==> src/hw/rtl/psm_ram.sv <==
`default_nettype none
module psm_ram #(
	parameter int unsigned WIDTH = 32,
	parameter int unsigned DEPTH = 32
) (
	input  wire logic                     clk,
	input  wire logic                     we,
	input  wire logic [$clog2(DEPTH)-1:0] waddr,
	input  wire logic [WIDTH-1:0]         wdata,
	input  wire logic [$clog2(DEPTH)-1:0] raddr,
	output logic      [WIDTH-1:0]         rdata
);
	logic [WIDTH-1:0] mem [DEPTH];

	// single write port, registered read
	always_ff @(posedge clk) begin
		if (we) mem[waddr] <= wdata;
		rdata <= mem[raddr];
	end
endmodule
`default_nettype wire

==> config.mk <==
export PLATFORM = sky130hd
export DESIGN_NAME = psm_ram
export DESIGN_NICKNAME = d
export VERILOG_FILES = /design/src/hw/rtl/psm_ram.sv
export SDC_FILE = /design/constraint.sdc
export NUM_CORES = 1
export LEC_CHECK = 0
export BUFFER_PORTS_ARGS = -buffer_cell sky130_fd_sc_hd__buf_2
export CORE_ASPECT_RATIO = 2
export CORE_MARGIN = 3
export CORE_UTILIZATION = 64
export CTS_CLUSTER_DIAMETER = 150
export CTS_CLUSTER_SIZE = 30
export DETAILED_ROUTE_END_ITERATION = 10
export PLACE_DENSITY = 0.88
export SLEW_MARGIN = 20
export SYNTH_ARGS = -nofsm -noshare
export SYNTH_HDL_FRONTEND = slang
export SYNTH_SLANG_ARGS = --single-unit
export TNS_END_PERCENT = 20
==> constraint.sdc <==
create_clock -name clk -period 4.1 [get_ports clk]
set_input_delay 0.41 -clock clk [delete_from_list [all_inputs] [get_ports clk]]
set_output_delay 0.41 -clock clk [all_outputs]
set_load 0.02 [all_outputs]
==> flow_summary_export.csv <==
group,metric,value,unit
global_route,grt_overflow,0,
route,drt_wl_total,97900,um
worst_setup_path,cpMaxStageDelayCell,"buf_8",
run,maxCapViolCount,0,
route,drtIter0Drc,3140,
route,drc,0,
worst_setup_path,crit_end,"rdata[29]",
global_route,grt_max_degree,89,
logic_synthesis,synth_flop_cell,"edfxtp_1",
cells_and_area,diodes,0,
worst_hold_path,hold_class,"in -> reg",
clock_network,clk_path_buf_depth,3,
logic_synthesis,yosysWarnings,0,
logic_synthesis,synth_area_per_cell,17.9,um2
global_route,grt_pass1_wl,142000,um
worst_setup_path,path_max_fanout,63,
floorplanning,die_h,362,um
logic_synthesis,syn_inst,2260,
run_status,status,"completed",
route,vias,21735,
placement,io_buffers,75,
cells_and_area,final_layout_size_suffix_gt1_share,9.80,%
placement,gp_congestion,0.875,
placement,hpwl,59400,um
worst_setup_path,reg2reg_depth,5,
cells_and_area,fill_cells,3535,
logic_synthesis,yosysSeqAreaShare,77.5,%
placement,post_dp_cell_area,42000,um2
logic_synthesis,ys_ff_latch,1056,
clock_network,cts_setup_buffers,0,
logic_synthesis,synth_nets,2304,
clock_network,htreeDepth,2,
worst_setup_path,worstSetupStartpoint,"raddr[0]",
worst_setup_path,crit_type,"in -> reg",
pwr,vdd_drop_max,317,uV
global_route,grt_pass1_vias,22127,
logic_synthesis,syn_area,40500,um2
timing,finalCritPeriodShare,52.6,%
floorplanning,core_area,62300,um2
cells_and_area,final_area,43300,um2
cells_and_area,num-nets-final,2364,
timing,finClkSkew,0.0343,ns
timing,setup_tns,0,ns
logic_synthesis,synth_edf_count,1024,
clock_network,ctsHoldBuffers,0,
global_route,grt_use_total,29.2,%
logic_synthesis,synth_cell_type_count,25,
logic_synthesis,synthArstFlopShare,0,%
clock_network,clock-root-buffer,"clkbuf_16",
clock_network,clk_latency,0.63,ns
clock_network,numCtsBuffers,41,
pwr,power_density,421,nW/um2
route,drtPass1Iterations,6,
worst_setup_path,r2r-start,"mem[3][31]",
timing,hold_viol,0,
clock_network,post_cts_resized,0,
floorplanning,die_w,184,um
worst_setup_path,end_kind,"flop",
cells_and_area,final_cell_mix,"edfxtp_1 (1024), mux2i_1 (512), nand2_1 (98), nand3_1 (98)",
worst_setup_path,arrival,2.73,ns
worst_setup_path,crit_chain,"buf_8 -> buf_12 -> buf_12 -> mux2i_1 -> a22oi_1 -> nand3_1 -> nand3_1",
global_route,antenna_found_initial,0,
timing,slew_headroom,28.1,%
floorplanning,rows,129,
worst_setup_path,rrSetupSlack,2.36,ns
pwr,p_leak,14.9,nW
timing,rsz0062_at_grt,"false",
timing,maxSlewViolCount,0,
worst_setup_path,r2r_end,"rdata[31]",
timing,max_freq,463,MHz
cells_and_area,syn2layout_area_growth,7.01,%
cells_and_area,final_common_cell,"edfxtp_1",
placement,placed_cells,3058,
clock_network,clk_pin_slew,0.12,ns
timing,finalCriticalPeriod,2.16,ns
route,avgViaCountPerCell,6.94,
route,drtAntennaViolNets,0,
cells_and_area,stdcell_count,3134,
clock_network,clock_sinks,1056,
floorplanning,die-area,66500,um2
route,wl_per_cell,31.2,um
floorplanning,start_util,65.0,%
clock_network,cts_tree,"done",
worst_setup_path,critPathRequiredTime,4.67,ns
floorplanning,num_io_pins,76,
worst_setup_path,critPathMaxStageDelay,0.45,ns
timing,setup_viol,0,
worst_setup_path,startpoint_type,"input port",
timing,worst_pin_slew,1.08,ns
## metrics by stage
step / power, mW / utilization, % / worst slack (ns) / hold WS, ns
2_1_floorplan: 12.9 / - / 1.26 / 0.509
3_3_place_gp: 13.4 / 67.4 / 1.37 / 0.574
3_5_place_dp: 13.5 / 67.5 / 1.31 / 0.589
4_1_cts: 18.2 / 69.4 / 1.95 / 0.292
5_1_grt: 18.6 / 69.5 / 1.88 / 0.329
6_report: 18.2 / 69.5 / 1.94 / 0.317
## flip-flops by register name, indices dropped and copies added (netlist names)
name,flops
mem,1024
rdata,32
## where the power goes
| part | switching (mW) | total [mW] | internal [mW] |
|---|---|---|---|
| combinational | 0.853 | 1.22 | 0.368 |
| clock | 3.02 | 4.96 | 1.94 |
| sequential | 0.0658 | 12.1 | 12.0 |
## worst min-delay path by stage
stage	from	to	slack (ns)	depth (start not counted)
2_1_floorplan	wdata[0]	mem[0][0]	0.51	0
3_3_place_gp	mem[26][27]	rdata[27]	0.57	4
3_5_place_dp	mem[16][0]	rdata[0]	0.59	4
4_1_cts	wdata[12]	mem[0][12]	0.29	1
5_1_grt	wdata[12]	mem[0][12]	0.33	1
6_report	wdata[12]	mem[0][12]	0.32	1
## final cells by class
type	instances	area (um2)	area share [%]
sequential	1056	31400	72.5
multi-input combinational	1077	8610	19.9
timing repair buffer	144	1170	2.70
clock buffer	68	1130	2.60
tap	786	983	2.27
clock inverter	3	47.5	0.110
## critical path: cells and delay by family
kind	cells	cell delay (ns)
AO/OA/AOI/OAI	1	0.34
buffers and inverters	3	1.17
multiplexers	1	0.15
AND/OR/NAND/NOR	2	0.48
## synthesized netlist by cell type (2+ instances only)
library cell	number	area, um2
buf_4	33	248
nand3b_1	5	37.5
nand2b_1	2	12.5
nor3_1	32	160
nand2_1	98	368
a31oi_1	32	200
a21oi_1	96	480
buf_2	26	130
mux2i_1	512	5120
clkbuf_1	46	173
clkbuf_4	2	15.0
edfxtp_1	1024	30700
dfxtp_1	32	641
or3b_2	3	26.3
buf_6	15	169
a22o_1	64	561
a22oi_1	96	721
nand3_1	98	490
nor2_1	34	128
buf_1	5	18.8
## metal layers
metal	vias to the layer above	share of wire [%]	global-route usage (%)
met5	-	0	0
met4	0	7.2	18.0
met3	354	8.4	3.39
met2	1532	53	51.4
met1	10836	31	34.0
li1	9013	-	-
## kinds of logic (layout without fill, tap and decap cells)
logic type / count (synthesis) / in the layout / share of synthesized area, %
and+or+nand+nor: 277 / 277 / 3.10
DFF: 1056 / 1056 / 77.5
buffers and inverters: 127 / 215 / 1.86
muxes: 512 / 512 / 12.7
AOI/OAI and AO/OA: 288 / 288 / 4.85
No activity file was read; power rests on OpenSTA's default activity.
