## src/hw/rtl/psm_div.sv

```systemverilog
`default_nettype none
module psm_div (
	input  wire logic        clk,
	input  wire logic        arst_n,
	input  wire logic        start,
	input  wire logic [49:0] dividend,
	input  wire logic [37:0] divisor,
	output logic             busy,
	output logic [49:0]      quot,
	output logic [37:0]      rem
);
	logic [5:0]  cnt_q;
	logic [38:0] trial;

	assign trial = {rem, quot[49]} - {1'b0, divisor};

	// restoring division, one quotient bit per cycle
	always_ff @(posedge clk or negedge arst_n) begin
		if (!arst_n) begin
			busy  <= 1'b0;
			cnt_q <= '0;
		end else if (start) begin
			busy  <= 1'b1;
			cnt_q <= 6'd49;
		end else if (busy) begin
			if (cnt_q == '0) busy <= 1'b0;
			cnt_q <= cnt_q - 6'd1;
		end
	end

	always_ff @(posedge clk) begin
		if (start) begin
			quot <= dividend;
			rem  <= '0;
		end else if (busy) begin
			if (!trial[38]) begin
				rem  <= trial[37:0];
				quot <= {quot[48:0], 1'b1};
			end else begin
				rem  <= {rem[36:0], quot[49]};
				quot <= {quot[48:0], 1'b0};
			end
		end
	end
endmodule
`default_nettype wire

```

## config.mk

```make
export PLATFORM = sky130hd
export DESIGN_NAME = psm_div
export DESIGN_NICKNAME = d
export VERILOG_FILES = /design/src/hw/rtl/psm_div.sv
export SDC_FILE = /design/constraint.sdc
export NUM_CORES = 1
export LEC_CHECK = 0
export ABC_AREA = 0
export BUFFER_PORTS_ARGS = -buffer_cell sky130_fd_sc_hd__buf_4
export CAP_MARGIN = 0
export CORE_MARGIN = 5
export CORE_UTILIZATION = 40
export CTS_CLUSTER_SIZE = 30
export DETAILED_ROUTE_END_ITERATION = 6
export GPL_TIMING_DRIVEN = 0
export MAX_ROUTING_LAYER = met4
export PLACE_DENSITY_LB_ADDON = 0.08
export SLEW_MARGIN = 20
export SYNTH_ARGS = -nofsm -noshare
export SYNTH_HDL_FRONTEND = slang
export SYNTH_SLANG_ARGS = --single-unit
```

## constraint.sdc

```tcl
create_clock -name clk -period 4.4 [get_ports clk]
set_clock_uncertainty 0.1 [all_clocks]
set_input_delay 0.66 -clock clk [delete_from_list [all_inputs] [get_ports clk]]
set_output_delay 0.66 -clock clk [all_outputs]
set_load 0.02 [all_outputs]
```

==> summary.txt, run 1 <==
Cells and area
  – Utilization after layout: 0.526
  – Antenna cells: 0
  – Nets: 975
  – Layout area overhead: 30.3%
  – Fin cells: 1063
  – Layout cells sized above 1: 0.323

Timing
  – Worst rel slew slack: 0.584
  – RSZ-0062 raised after global routing: false
  – Final period util: 0.917
  – Final setup margin: 0.365 ns
  – Fin crit period: 4.03 ns
  – Final Hold Violating Endpoints: 0
  – Max Freq: 248 MHz
  – Fin. max-slew vios: 0
  – Setup_tns: 0 ns
  – Slew @ Worst Pin: 0.624 ns
  – Setup-failing EPs final: 0

Logic synthesis
  – Top cell type by total area after synthesis: edfxtp_1
  – Net Count, Synth: 784
  – Main flop type after synthesis: edfxtp_1
  – Top cells by area, synth: edfxtp_1 24%, dfxtp_1 12%, mux2_2 8.8%, ha_1 7.9%, mux2i_1 4.4%
  – FF+latch count, synth: 95
  – Mean Syn Cell Area: 9.77 sq um
  – Cells after Synth: 652
  – Synth warn: 0
  – Seq/Total Area, Yosys: 0.383
  – Synth cell types: 67
  – Post-synthesis cell area: 6370 sq um
  – Share of flip-flops with an asynchronous set or reset: 0.0737
  – Synth top area share: 0.236
  – EDFF count, synth: 50

CTS
  – Clk_lat worst skew: 0.35 ns
  – Cts hold-fix bufs: 0
  – CTS tree: built
  – Bufs on Longest Clock Path: 2
  – Post-CTS sizing: 0
  – Clock transition at path regs: 0.07 ns
  – Root Buffer: clkbuf_16
  – TritonCTS Buffers: 9
  – H-tree Lvls: 3
  – Post-CTS Setup Bufs: 0
  – TritonCTS Sinks: 95

Routing
  – Drt total wl: 17.8 mm
  – DRT antenna net count: 0
  – Detailed-route via count: 5505
  – Routed len/inst: 16.8 um
  – Drt initial violations: 238
  – Drt pass-1 iters: 5
  – Drt drc: 0
  – Via density: 5.18

Critical path
  – R2R cell count: 14
  – CP Max Fanout: 10
  – WP data arrival: 4.20 ns
  – WS Path Type: reg2reg
  – Critical Path Source Type: flip-flop
  – Critical Path RT: 4.57 ns
  – Reg-to-Reg End: rem[37]
  – R2R Setup Slk: 0.37 ns
  – Crit path capture type: flip-flop
  – R2R Path Start: quot[49]

GRT
  – Total Routing Usage GR: 0.194
  – Grt total ovfl: 0
  – Largest net degree at the start of global routing: 28
  – First-pass GRT wire length: 28.0 mm
  – Vias in the first global route: 5564
  – Initial antenna violation count: 0

Placed design
  – Final GP Congestion: 0.885
  – Post-DP HPWL: 14.1 mm
  – PortBufs: 179
  – Cells after DPL: 1048
  – Pre-CTS setup slack: 0.179 ns

Floorplan
  – Die area: 18500 sq um
  – Core area: 15800 sq um
  – Vert. Die Dim: 136 um
  – I/O pin cnt: 180
  – # rows: 46
  – Initial cell density of the core: 0.404
  – Die Span X: 136 um

Min path
  – HP Class: in2async

Pwr
  – Total Power: 5.02 mW
  – PwrDens: 605 nW/um^2
  – VDD IR-drop max: 0.350 mV
  – Lkg Pwr: 3.88 nW

Job
  – Max-cap violations: 0

Status
  – Outcome: finished, final reports clean
power by group:
group | switching [mW] | leakage [nW] | total, mW | internal (mW)
clock network | 0.359 | 0.144 | 0.803 | 0.444
logic | 1.57 | 2.82 | 2.80 | 1.24
registers | 0.239 | 0.918 | 1.41 | 1.17
total | 2.16 | 3.88 | 5.02 | 2.85
worst max-delay path by stage:
stage	from	to	depth (start not counted)
detailed placement	divisor[0]	quot[0]	13
floorplan	divisor[0]	rem[23]	12
finish	quot[49]	rem[37]	14
CTS	quot[49]	rem[37]	14
global route	quot[49]	quot[0]	13
global placement	divisor[0]	quot[0]	13
worst max-delay path: stages, from the launching register on:
cell and delay (ns):
edfxtp_1 0.41, inv_1 0.09, ha_1 0.18, inv_1 0.06, fa_1 0.43, a211oi_2 0.28
o211ai_2 0.17, a211oi_4 0.36, a21oi_2 0.14, a21oi_2 0.35, o41ai_4 0.14, xnor2_2 0.47
clkbuf_1 0.44, nor2_1 0.11, a211oi_2 0.21
synth_stat cells (4+ instances only):
| cell | count |
|---|---|
| buf_2 | 7 |
| nand3_1 | 9 |
| o21ai_0 | 28 |
| o31ai_1 | 4 |
| dfxtp_1 | 38 |
| a32oi_1 | 5 |
| xnor2_1 | 20 |
| nor2_1 | 43 |
| a21oi_1 | 41 |
| xor2_1 | 18 |
| nor3b_1 | 4 |
| o21bai_1 | 5 |
| ha_1 | 40 |
| dfrtp_1 | 7 |
| inv_1 | 48 |
| nand2_1 | 50 |
| nand4_1 | 12 |
| buf_1 | 4 |
| o21ai_1 | 4 |
| mux2i_1 | 28 |
| a211oi_1 | 24 |
| o211ai_1 | 6 |
| o21a_1 | 6 |
| edfxtp_1 | 50 |
| nor3_1 | 4 |
| a21o_1 | 13 |
| clkbuf_1 | 21 |
| nor2b_1 | 6 |
| mux2_2 | 50 |
| nand2b_1 | 5 |
cells by family after synthesis:
logic type,Yosys count,share of synthesized area
AOI/OAI and AO/OA,165,0.179
xor gates and xnor gates,39,0.0548
adders and majority gates,41,0.0817
buffers and inverters,85,0.0556
DFF,95,0.383
muxes,78,0.132
and+or+nand+nor,149,0.113
registers in the layout, indices dropped and copies added, names as in the netlist:
signal	count
rem	38
cnt_q	6
quot	50
busy	1
metrics by stage:
stage,hold WS (ns),area (sq um)
floorplan,0.264,6370
global placement,0.387,7980
detailed placement,0.390,8000
CTS,0.00973,8300
global route,0.0177,8300
finish,0.0218,8300
cell type report:
type | instances | area [sq um]
Inverter | 48 | 180
Sequential cell | 95 | 2440
Tap cell | 216 | 270
Multi-Input combinational cell | 472 | 3580
Timing Repair Buffer | 180 | 1360
Clock inverter | 6 | 68.8
Buffer | 37 | 174
Clock buffer | 9 | 225
Fill cell | 1497 | 7470
layer usage:
layer / track usage / part of all wire / vias up
li1: - / - / 2757
met1: 0.251 / 0.45 / 2570
met2: 0.316 / 0.49 / 157
met3: 0.0255 / 0.048 / 21
met4: 0.0644 / 0.015 / 0
met5: - / 0 / -
placed cells by master (no fill, tap or decap), drive strengths merged, types with 2 or more instances in the layout:
| cell type | n |
|---|---|
| and2 | 2 |
| o211ai | 7 |
| a21oi | 43 |
| nor2b | 6 |
| xor2 | 18 |
| edfxtp | 50 |
| dfrtp | 7 |
| clkbuf | 30 |
| mux2i | 28 |
| and3 | 3 |
| nor3b | 4 |
| and4 | 2 |
| inv | 51 |
| a31oi | 2 |
| nor2 | 43 |
| o21ba | 2 |
| o21ai | 32 |
| a311o | 2 |
| nor4 | 2 |
| a22o | 2 |
| mux2 | 50 |
| a211oi | 27 |
| buf | 196 |
| nor3 | 5 |
| o21a | 6 |
| dfxtp | 38 |
| a21o | 13 |
| a311oi | 2 |
| a41oi | 2 |
| o21bai | 5 |
| nand2b | 6 |
| xnor2 | 21 |
| ha | 40 |
| o31ai | 4 |
| nand2 | 50 |
| a32oi | 5 |
| nand4 | 13 |
| nand3 | 9 |
Note: power is estimated with default switching activity, not from simulation.
==> run 2, diff against run 1 <==
BUFFER_PORTS_ARGS = default   (was -buffer_cell sky130_fd_sc_hd__buf_4)
DONT_BUFFER_PORTS = 1   (was default)
SLEW_MARGIN = 0   (was 20)
==> run 2 against run 1 <==
Clock power shrank 1%. Global-route usage shrank 0.80 points. First-iteration DRC count grew 18%. Worst hold slack gained 0.38 ns. Highest routed layer unchanged. Critical path depth is the same. Setup slack gained 0.023 ns.
==> summary.txt, run 2 (synthesis results as in run 1) <==
GRT
  – Initial antenna violation count: 0 (unchanged)
  – Grt total ovfl: 0 (unchanged)
  – Vias in the first global route: 4875 (was 5564)
  – Largest net degree at the start of global routing: 29 (was 28)
  – First-pass GRT wire length: 26.4 mm (was 28.0 mm)
  – Total Routing Usage GR: 0.186 (was 0.194)

Critical path
  – CP Buf/Inv Count: 3 (unchanged)
  – Crit path capture type: flip-flop (unchanged)
  – Critical Path RT: 4.57 ns (about the same)
  – Critical Path, Cell by Cell: inv_1 > ha_1 > inv_1 > fa_1 > a211oi_2 > o211ai_2 > a211oi_4 > a21oi_2 > a21oi_2 > o41ai_4 > xnor2_2 > clkbuf_1 > nor2_1 > a211oi_2 (unchanged)
  – Critical Path Source Type: flip-flop (unchanged)
  – CP Max Fanout: 10 (unchanged)
  – WS Path Type: reg2reg (unchanged)
  – R2R Setup Slk: 0.39 ns (was 0.37 ns)
  – Largest stage delay on the critical path: 0.52 ns (was 0.47 ns)
  – WP data arrival: 4.19 ns (was 4.20 ns)
  – Top delay family on crit path: compound AO/OA/AOI/OAI gates (unchanged)
  – Slowest CP cell: edfxtp_1 (was xnor2_2)

CTS
  – Root Buffer: clkbuf_16 (unchanged)
  – Clk_lat worst skew: 0.35 ns (about the same)
  – Bufs on Longest Clock Path: 2 (unchanged)
  – H-tree Lvls: 3 (unchanged)
  – TritonCTS Buffers: 9 (unchanged)
  – Post-CTS sizing: 0 (unchanged)
  – Clock transition at path regs: 0.07 ns (about the same)
  – CTS tree: built (unchanged)
  – TritonCTS Sinks: 95 (unchanged)

Timing
  – Setup-failing EPs final: 0 (unchanged)
  – Max Freq: 249 MHz (was 248 MHz)
  – Final Hold Violating Endpoints: 0 (unchanged)
  – Fin crit period: 4.01 ns (was 4.03 ns)
  – Final setup margin: 0.388 ns (was 0.365 ns)
  – Worst rel slew slack: 0.558 (was 0.584)
  – Slew @ Worst Pin: 0.663 ns (was 0.624 ns)
  – Final period util: 0.912 (was 0.917)
  – RSZ-0062 raised after global routing: false (unchanged)
  – Setup_tns: 0 ns (unchanged)
  – Fin. max-slew vios: 0 (unchanged)

Pwr
  – PwrDens: 668 nW/um^2 (was 605 nW/um^2)
  – Lkg Pwr: 3.00 nW (was 3.88 nW)
  – Total Power: 4.65 mW (was 5.02 mW)
  – VDD IR-drop max: 0.320 mV (was 0.350 mV)

Cells and area
  – Fill count: 1614 (was 1497)
  – Largest register FFs: 50 (unchanged)
  – Nets: 797 (was 975)
  – Register bank with the most flops: quot (unchanged)
  – Layout cells sized above 1: 0.142 (was 0.323)
  – Commonest non-fill, non-tap cells in the layout: 50 x mux2_2, 50 x nand2_1, 50 x edfxtp_1 (was 182 x buf_4, 50 x mux2_2, 50 x nand2_1, 50 x edfxtp_1, 47 x inv_1)
  – Layout area overhead: 9.24% (was 30.3%)
  – Regs by FF count: quot x50, rem x38, cnt_q x6 (unchanged)
  – Antenna cells: 0 (unchanged)

Routing
  – Met1 WL: 7.61 mm (was 7.97 mm)
  – Via density: 5.49 (was 5.18)
  – Uppermost routed layer: met4 (unchanged)
  – DR WL met3: 1.15 mm (was 858 um)
  – Drt initial violations: 282 (was 238)
  – Drt total wl: 17.3 mm (was 17.8 mm)
  – Drt pass-1 iters: 4 (was 5)
  – Drt drc: 0 (unchanged)
  – Met2 wire length: 8.38 mm (was 8.74 mm)
  – Detailed-route via count: 4865 (was 5505)
  – DRT antenna net count: 0 (unchanged)
  – Routed len/inst: 19.6 um (was 16.8 um)

Placed design
  – PortBufs: 0 (was 179)
  – Post-DP HPWL: 13.4 mm (was 14.1 mm)
  – Pre-CTS setup slack: 0.368 ns (was 0.179 ns)
  – Final GP Congestion: 0.842 (was 0.885)

Floorplan
  – Core area: 15800 sq um (unchanged)
  – Vert. Die Dim: 136 um (unchanged)
  – # rows: 46 (unchanged)
  – Die area: 18500 sq um (unchanged)
  – Die Span X: 136 um (unchanged)
  – I/O pin cnt: 180 (unchanged)
  – Initial cell density of the core: 0.404 (unchanged)

Job
  – Max-cap violations: 0 (unchanged)

Status
  – Outcome: finished, final reports clean (unchanged)

Min path
  – HP Class: in2reg (was in2async)
run 2: changes by cell type in the layout (fill, tap and decap cells not counted), sizes merged:
| cell | delta |
|---|---|
| clkinv | +1 |
| buf | -179 |
| bufinv | -1 |
| dlygate4sd3 | +1 |
| inv | +1 |
run 2: per-layer routing:
| layer | vias up | track usage |
|---|---|---|
| li1 | 2405 | - |
| met1 | 2312 | 0.240 |
| met5 | - | - |
| met4 | 0 | 0.0409 |
| met2 | 136 | 0.293 |
| met3 | 12 | 0.0529 |
run 2: metrics by stage:
stage | util | hold WS [ns] | instance area (sq um) | cells
finish | 0.441 | 0.405 | 6960 | 886
global route | 0.441 | 0.406 | 6960 | 886
CTS | 0.441 | 0.396 | 6960 | 886
detailed placement | 0.422 | 0.265 | 6660 | 869
global placement | 0.421 | 0.265 | 6640 | 868
floorplan | - | 0.264 | 6370 | 652
run 2: area by class of cell:
type / instances / area [sq um] / area share
Sequential cell: 95 / 2440 / 0.350
Inverter: 48 / 180 / 0.0259
Clock buffer: 9 / 225 / 0.0324
Tap cell: 216 / 270 / 0.0389
Clock inverter: 7 / 62.6 / 0.00899
Multi-Input combinational cell: 472 / 3580 / 0.514
Buffer: 37 / 174 / 0.0250
Timing Repair Buffer: 2 / 30.0 / 0.00432
run 2: what timing repair did:
action | CTS | global route
buffers inserted | 0 | 0
endpoints found under the setup margin | 0 | 0
hold buffers | 1 | 0
endpoints found under the hold margin | 7 | 0
run 2: worst paths after layout:
| kind | start | end | cells past startpoint |
|---|---|---|---|
| max | quot[49] | rem[37] | 14 |
| min | dividend[0] | quot[0] | 2 |
| max reg2reg | quot[49] | rem[37] | 14 |
| min reg2reg | cnt_q[0] | cnt_q[0] | 2 |
| max in group asynchronous | arst_n | cnt_q[1] | 1 |
| min in group asynchronous | arst_n | busy | 1 |
run 2: report_power, final:
| part | total, mW | switching, mW | internal [mW] | leakage, nW |
|---|---|---|---|---|
| sequential | 1.71 | 0.543 | 1.17 | 0.918 |
| combinational | 2.14 | 1.20 | 0.933 | 1.94 |
| clock | 0.795 | 0.397 | 0.398 | 0.139 |
| total | 4.65 | 2.14 | 2.50 | 3.00 |
